**src/rtl/core/mmgn_pkg.sv**
```systemverilog
`default_nettype none
// ----------------------------------------------------------------------------
// mmgn_pkg
// Shared types and constants of the min/max gray normalizer: command codes,
// controller states and the command bundle from controller to datapath.
// ----------------------------------------------------------------------------
package mmgn_pkg;

   localparam int GRAY_BITS  = 8;
   localparam int GRAY_FULL  = 255;
   localparam int QUOT_STEPS = GRAY_BITS;
   localparam int STEP_BITS  = $clog2(QUOT_STEPS);

   typedef enum logic [1:0] {
      CMD_START = 2'd0,
      CMD_WRITE = 2'd1,
      CMD_READ  = 2'd2
   } cmd_code_type;

   typedef enum logic [2:0] {
      ST_IDLE,
      ST_FETCH,
      ST_PREP,
      ST_DIVIDE,
      ST_FINISH
   } state_type;

   typedef struct packed {
      logic write_en;
      logic clear_ext;
      logic capture_read;
      logic fetch;
      logic prep;
      logic div_step;
      logic load_result;
   } ctrl_cmd_type;

endpackage
`default_nettype wire

```
**src/rtl/core/mmgn_ctrl.sv**
```systemverilog
`default_nettype none
// ----------------------------------------------------------------------------
// mmgn_ctrl
// Controller: accepts transactions, sequences the read through fetch, prep
// and the bit-serial divide, and owns the result valid register.
// ----------------------------------------------------------------------------
module mmgn_ctrl (
   input  wire logic                  clock,
   input  wire logic                  reset,
   input  wire logic                  req_valid,
   output logic                       req_stall,
   input  wire logic [1:0]            req_cmd,
   output logic                       rsp_valid,
   input  wire logic                  rsp_stall,
   output mmgn_pkg::ctrl_cmd_type     cmd
);
   import mmgn_pkg::*;

   state_type             state_ff, state_in;
   logic [STEP_BITS-1:0]  step_ff, step_in;
   logic                  rsp_valid_ff, rsp_valid_in;
   logic                  accept;

   always_ff @(posedge clock) begin
      if (reset) begin
         state_ff     <= ST_IDLE;
         step_ff      <= '0;
         rsp_valid_ff <= 1'b0;
      end else begin
         state_ff     <= state_in;
         step_ff      <= step_in;
         rsp_valid_ff <= rsp_valid_in;
      end
   end

   assign req_stall = (state_ff != ST_IDLE);
   assign accept    = req_valid && !req_stall;
   assign rsp_valid = rsp_valid_ff;

   always_comb begin
      state_in     = state_ff;
      step_in      = step_ff;
      cmd          = '0;
      rsp_valid_in = rsp_valid_ff && rsp_stall;
      case (state_ff)
         ST_IDLE: begin
            if (accept) begin
               case (req_cmd)
                  CMD_START: cmd.clear_ext = 1'b1;
                  CMD_WRITE: cmd.write_en  = 1'b1;
                  CMD_READ: begin
                     cmd.capture_read = 1'b1;
                     state_in         = ST_FETCH;
                  end
                  default: ;
               endcase
            end
         end
         ST_FETCH: begin
            cmd.fetch = 1'b1;
            state_in  = ST_PREP;
         end
         ST_PREP: begin
            cmd.prep = 1'b1;
            step_in  = '0;
            state_in = ST_DIVIDE;
         end
         ST_DIVIDE: begin
            cmd.div_step = 1'b1;
            step_in      = step_ff + 1'b1;
            if (step_ff == STEP_BITS'(QUOT_STEPS - 1)) begin
               state_in = ST_FINISH;
            end
         end
         ST_FINISH: begin
            if (!rsp_valid_ff || !rsp_stall) begin
               cmd.load_result = 1'b1;
               rsp_valid_in    = 1'b1;
               state_in        = ST_IDLE;
            end
         end
         default: state_in = ST_IDLE;
      endcase
   end

endmodule
`default_nettype wire

```
**config.mk**
```make
export PLATFORM = sky130hd
export DESIGN_NAME = mmgn_ctrl
export DESIGN_NICKNAME = d
export VERILOG_FILES = /design/src/rtl/core/mmgn_pkg.sv /design/src/rtl/core/mmgn_ctrl.sv
export SDC_FILE = /design/constraint.sdc
export NUM_CORES = 1
export LEC_CHECK = 0
export BUFFER_PORTS_ARGS = -buffer_cell sky130_fd_sc_hd__buf_2
export CAP_MARGIN = 40
export CORE_AREA = 2 2 39 41
export DETAILED_ROUTE_END_ITERATION = 10
export DIE_AREA = 0 0 41 43
export SYNTH_ARGS = -nofsm -noshare
export SYNTH_HDL_FRONTEND = slang
export SYNTH_SLANG_ARGS = --single-unit
```
**constraint.sdc**
```tcl
create_clock -name clock -period 2.56 [get_ports clock]
set_clock_uncertainty 0.1 [all_clocks]
set_input_delay 0.512 -clock clock [delete_from_list [all_inputs] [get_ports clock]]
set_output_delay 0.512 -clock clock [all_outputs]
set_load 0.02 [all_outputs]
```
Word level (Yosys, flattened, before mapping) --
Index checks and enable logic that the tools add are counted.
Storage, ports and cells: logic and storage cells 44, flip-flop bits (word level) 7, memory bits (writable) 0, output and inout port bits 9, latch bits 0, memory bits (read-only) 0, memories 0
Cells by class: multipliers 0, eq/ne operators 11, div/mod/pow operators 0, order comparisons 0, bitwise gates (word level) 0, $add $sub $neg 1, multiplexer cells 18, reduce and logical (&&, ||, !) cells 11, shifts and indexed selects 0
Operator list (count):
- 2-to-1 mux 3 bit | 6
- case mux 3 bit (5 select lines) | 1
- 2-to-1 mux 1 bit | 10
- == test 3 x 2 -> 1 bit (second input constant) | 2
- == test 3 bit (second input constant) | 2
- != test 2 bit (second input constant) | 3
- case mux 3 bit (2 select lines) | 1
- AND reduction 4 bit | 1
- adder 3 x 1 -> 3 bit (second input constant) | 1
- == test 3 x 1 -> 1 bit (second input constant) | 1
- logical NOT 1 bit | 3
- logical NOT 3 bit | 1
- nonzero test 3 bit | 1
- == test 2 x 1 -> 1 bit (second input constant) | 1
- == test 2 bit (second input constant) | 1
- logical AND 1 bit | 2
- logical NOT 2 bit | 1
- != test 2 x 1 -> 1 bit (second input constant) | 1
- nonzero test 2 bit | 1
- logical OR 1 bit | 1

Logic depth before layout (Yosys ltp) --
word-level depth 5, gate-level depth with buffers 5, mapped depth without buffers 5

Least setup slack after synthesis --
OpenSTA, ideal clock, no wires.
kind register to output, from register state_ff[1], to output cmd[5] (netlist name), cell stages (with the launch flop) 4, data required time 1.948 ns, path slack 0.716 ns, path buffers 0, arrival time 1.232 ns, path through dfxtp_1 > nor3_2 > inv_1 > nor4b_2
RTL lines:
- start, declared | RTL line mmgn_ctrl.sv:19 | state_type state_ff, state_in;
- start signal, assigned | RTL line mmgn_ctrl.sv:30 | state_ff <= state_in;
- end, declared | RTL line mmgn_ctrl.sv:15 | output mmgn_pkg::ctrl_cmd_type cmd

==> Implementation_results.wiki <==
{| class="wikitable"
! Metric !! Value
|-
| Number of flops mapped to enable cells by yosys || 0
|-
| Total detailed-routing wirelength || a little under 800 um
|-
| Port Buffers || 14
|-
| Die Y-Extent || 43 um
|-
| Synth warn || 0
|-
| Routability congestion estimate from global placement || around 0.67
|-
| Headroom to the max-slew limit || between 70% and 80%
|-
| Worst setup path start || state_ff[0]
|-
| Power Dens Cells || around 520 nW/um^2
|-
| Chip Width || roughly 40 um
|-
| #FFs+latches synth || 7
|-
| Seq/Total Area, Yosys || a little over a third
|-
| Detailed-routing iteration count for the pre-antenna-repair pass || 4
|-
| TritonCTS clock tree || built
|-
| Clk pin slew, worst setup/hold paths || roughly 60 ps
|-
| Clock buffers created by TritonCTS || 3
|-
| CTS sink count || 7
|-
| Worst Max-Slew Pin Slew || around 340 ps
|-
| Syn nets || 52
|-
| Class of the most critical hold timing path || reg -> reg
|-
| Layout cells sized above 1 || roughly two fifths
|-
| Vias per cell || roughly 4.6
|-
| Final setup vio count || 0
|-
| Worst reg2reg path startpoint || step_ff[0]
|-
| Aggregate negative setup slack || 0 ps
|-
| Outcome || finished, final reports clean
|-
| Starting Density || 27.8%
|-
| Setup slack of the most critical reg-to-reg path || 1310 ps
|-
| Static leakage || about 0.23 nW
|-
| Finished Core Util || 35.0%
|-
| Minimum clock period after layout || a little over 2000 ps
|-
| Largest area contributor in the netlist || sky130_fd_sc_hd__dfxtp_1
|-
| Average cell area after synthesis || 8.76 um^2
|-
| First DRT Iteration DRCs || 9
|-
| Via Count || roughly 350
|-
| Worst reg2reg path depth || 4
|-
| Post-synth design cell area || 385 um^2
|-
| Max-Cap Viols || 0
|-
| Combined global-route utilization of all metal layers || 9.66%
|-
| Slew Limit Fails || 0
|-
| Setup bufs post-CTS || 0
|-
| Fmax || 497 MHz
|-
| Number of gates resized after CTS || 0
|-
| GRT Residual Overflow || 0
|-
| Arrival time reported for the critical path endpoint || 1400 ps
|-
| Latest clock arrival within the worst-skew pair || around 250 ps
|-
| RSZ-0062 raised after global routing || no
|-
| Worst-path maximum fanout || 12
|-
| Remaining DRCs || 0
|-
| Number of buffers inserted by hold repair at cts || 0
|-
| Number of distinct library cells after synthesis || 23
|-
| Biggest area contributors in the synthesized netlist || sky130_fd_sc_hd__dfxtp_1 (36%), sky130_fd_sc_hd__a21oi_1 (6.5%), sky130_fd_sc_hd__ha_1 (6.5%), sky130_fd_sc_hd__nand2_1 (5.8%), sky130_fd_sc_hd__nand3_1 (3.9%)
|-
| Worst EP required || slightly below 2000 ps
|-
| Post-detailed-placement half-perimeter wirelength || 603 um
|-
| Count of H-tree levels built during CTS || 1
|-
| Final hold violation count || 0
|-
| Yosys top cell area share || between 30% and 40%
|-
| Worst flop-to-flop path endpoint || state_ff[1]
|-
| Pin count of the biggest net entering global routing || 13
|-
| Kind of end point of the critical path || output pin
|-
| Worst hold slack after final layout || 356 ps
|-
| Core Region || between 1000 and 1500 um^2
|-
| Via count of the first global-routing pass || 296
|-
| Number of cells produced by synthesis || 44
|-
| Startpoint-to-endpoint class of the critical path || reg -> out
|-
| Max Root-Sink Buffers || 2
|-
| Maximum vdd drop || 0.274 mV
|-
| Antenna violation net count after detailed routing || 0
|-
| Root Buffer || sky130_fd_sc_hd__clkbuf_4
|-
| Antenna violations before repair || 0
|-
| Final worst path period share || between 70% and 80%
|-
| Area growth from synthesis to final layout || 25.6%
|-
| Average detailed-routed wire length per instance || between 10 and 15 um
|-
| Die Outline Area || between 1500 and 2000 um^2
|-
| Ports || 15
|-
| Antenna diode count || 0
|-
| Post-synthesis async set-or-reset flop share || 0%
|-
| Most used DFF post-synth || sky130_fd_sc_hd__dfxtp_1
|-
| Wire length of the first global-routing pass || 1.17 mm
|-
| Endpoint of the most critical setup path || cmd[5]
|-
| Setup crit start kind || register
|-
| Total Nets Final || between 60 and 70
|-
| Number of cell rows || 14
|}
-- power breakdown --
part           switching [W]  leakage (nW)  internal, W   total, W
Combinational      0.0000225         0.158    0.0000147  0.0000372
Sequential        0.00000438        0.0566     0.000111   0.000116
Clock              0.0000419        0.0177    0.0000571  0.0000990
Total              0.0000688         0.232     0.000183   0.000252
-- final cells by class --
class / instances / area (um^2)
multi-input combinational: 34 / 223
inverter: 1 / 3.75
clock inverter: 1 / 5.00
clock buffer: 3 / 22.5
fill: 155 / 900
sequential: 7 / 140
timing repair buffer: 14 / 70.1
tap: 16 / 20.0
-- registers in the layout (all words and copies together) (netlist names) --
signal and cells:
state_ff 3, step_ff 3, rsp_valid 1
-- cell usage after synthesis, types with 2 or more instances --
cell,instances
sky130_fd_sc_hd__dfxtp_1,7
sky130_fd_sc_hd__nand2_1,6
sky130_fd_sc_hd__a21oi_1,5
sky130_fd_sc_hd__nand3_1,3
sky130_fd_sc_hd__nor2_1,3
sky130_fd_sc_hd__ha_1,2
sky130_fd_sc_hd__nand3b_1,2
-- per-stage QoR --
step / total power, W / cell area [um^2] / instances / worst slack (ps)
finish: 0.000252 / 484 / 76 / 549
global route: 0.000264 / 484 / 76 / 358
CTS: 0.000256 / 484 / 76 / 532
detailed placement: 0.000155 / 457 / 72 / 812
global placement: 0.000155 / 457 / 72 / 844
floorplan: 0.000142 / 385 / 44 / 716
-- cell families after synthesis --
kind of cell	share of synthesized area (%)
flops	36.4
fa+ha+maj	6.49
buf+inv	5.84
compound gates	11.0
simple gates	40.3
-- worst min path at each step --
| stage | start | end | slack (ps) | cells after the start |
|---|---|---|---|---|
| floorplan | step_ff[1] | step_ff[1] | 330 | 2 |
| global placement | step_ff[1] | step_ff[1] | 350 | 2 |
| detailed placement | step_ff[1] | step_ff[1] | 360 | 2 |
| CTS | step_ff[1] | step_ff[1] | 360 | 2 |
| global route | step_ff[2] | step_ff[2] | 380 | 2 |
| finish | step_ff[1] | step_ff[1] | 360 | 2 |
-- routing by layer --
metal / vias up / GRT usage (%) / routed length (um)
met1: 151 / 12.9 / 374
met2: 10 / 13.8 / 376
li1: 190 / - / -
met5: - / 0 / 0
met4: 0 / 2.00 / 0
met3: 0 / 4.71 / 38
-- cell usage in the layout, fill, tap and decap left out, drive strengths merged, types with 2 or more instances in the layout --
cell / n
dfxtp: 7
nor3: 2
a21oi: 5
buf: 14
nand2: 6
nand3: 3
ha: 2
nor2: 3
nand3b: 2
clkbuf: 3
-- critical path: stages, from the launching register on --
cell and delay [ps]:
sky130_fd_sc_hd__dfxtp_1 410, sky130_fd_sc_hd__nor3_2 200, sky130_fd_sc_hd__inv_1 110, sky130_fd_sc_hd__nor4b_2 230, sky130_fd_sc_hd__buf_2 200
Note: power is estimated with default switching activity, not from simulation.
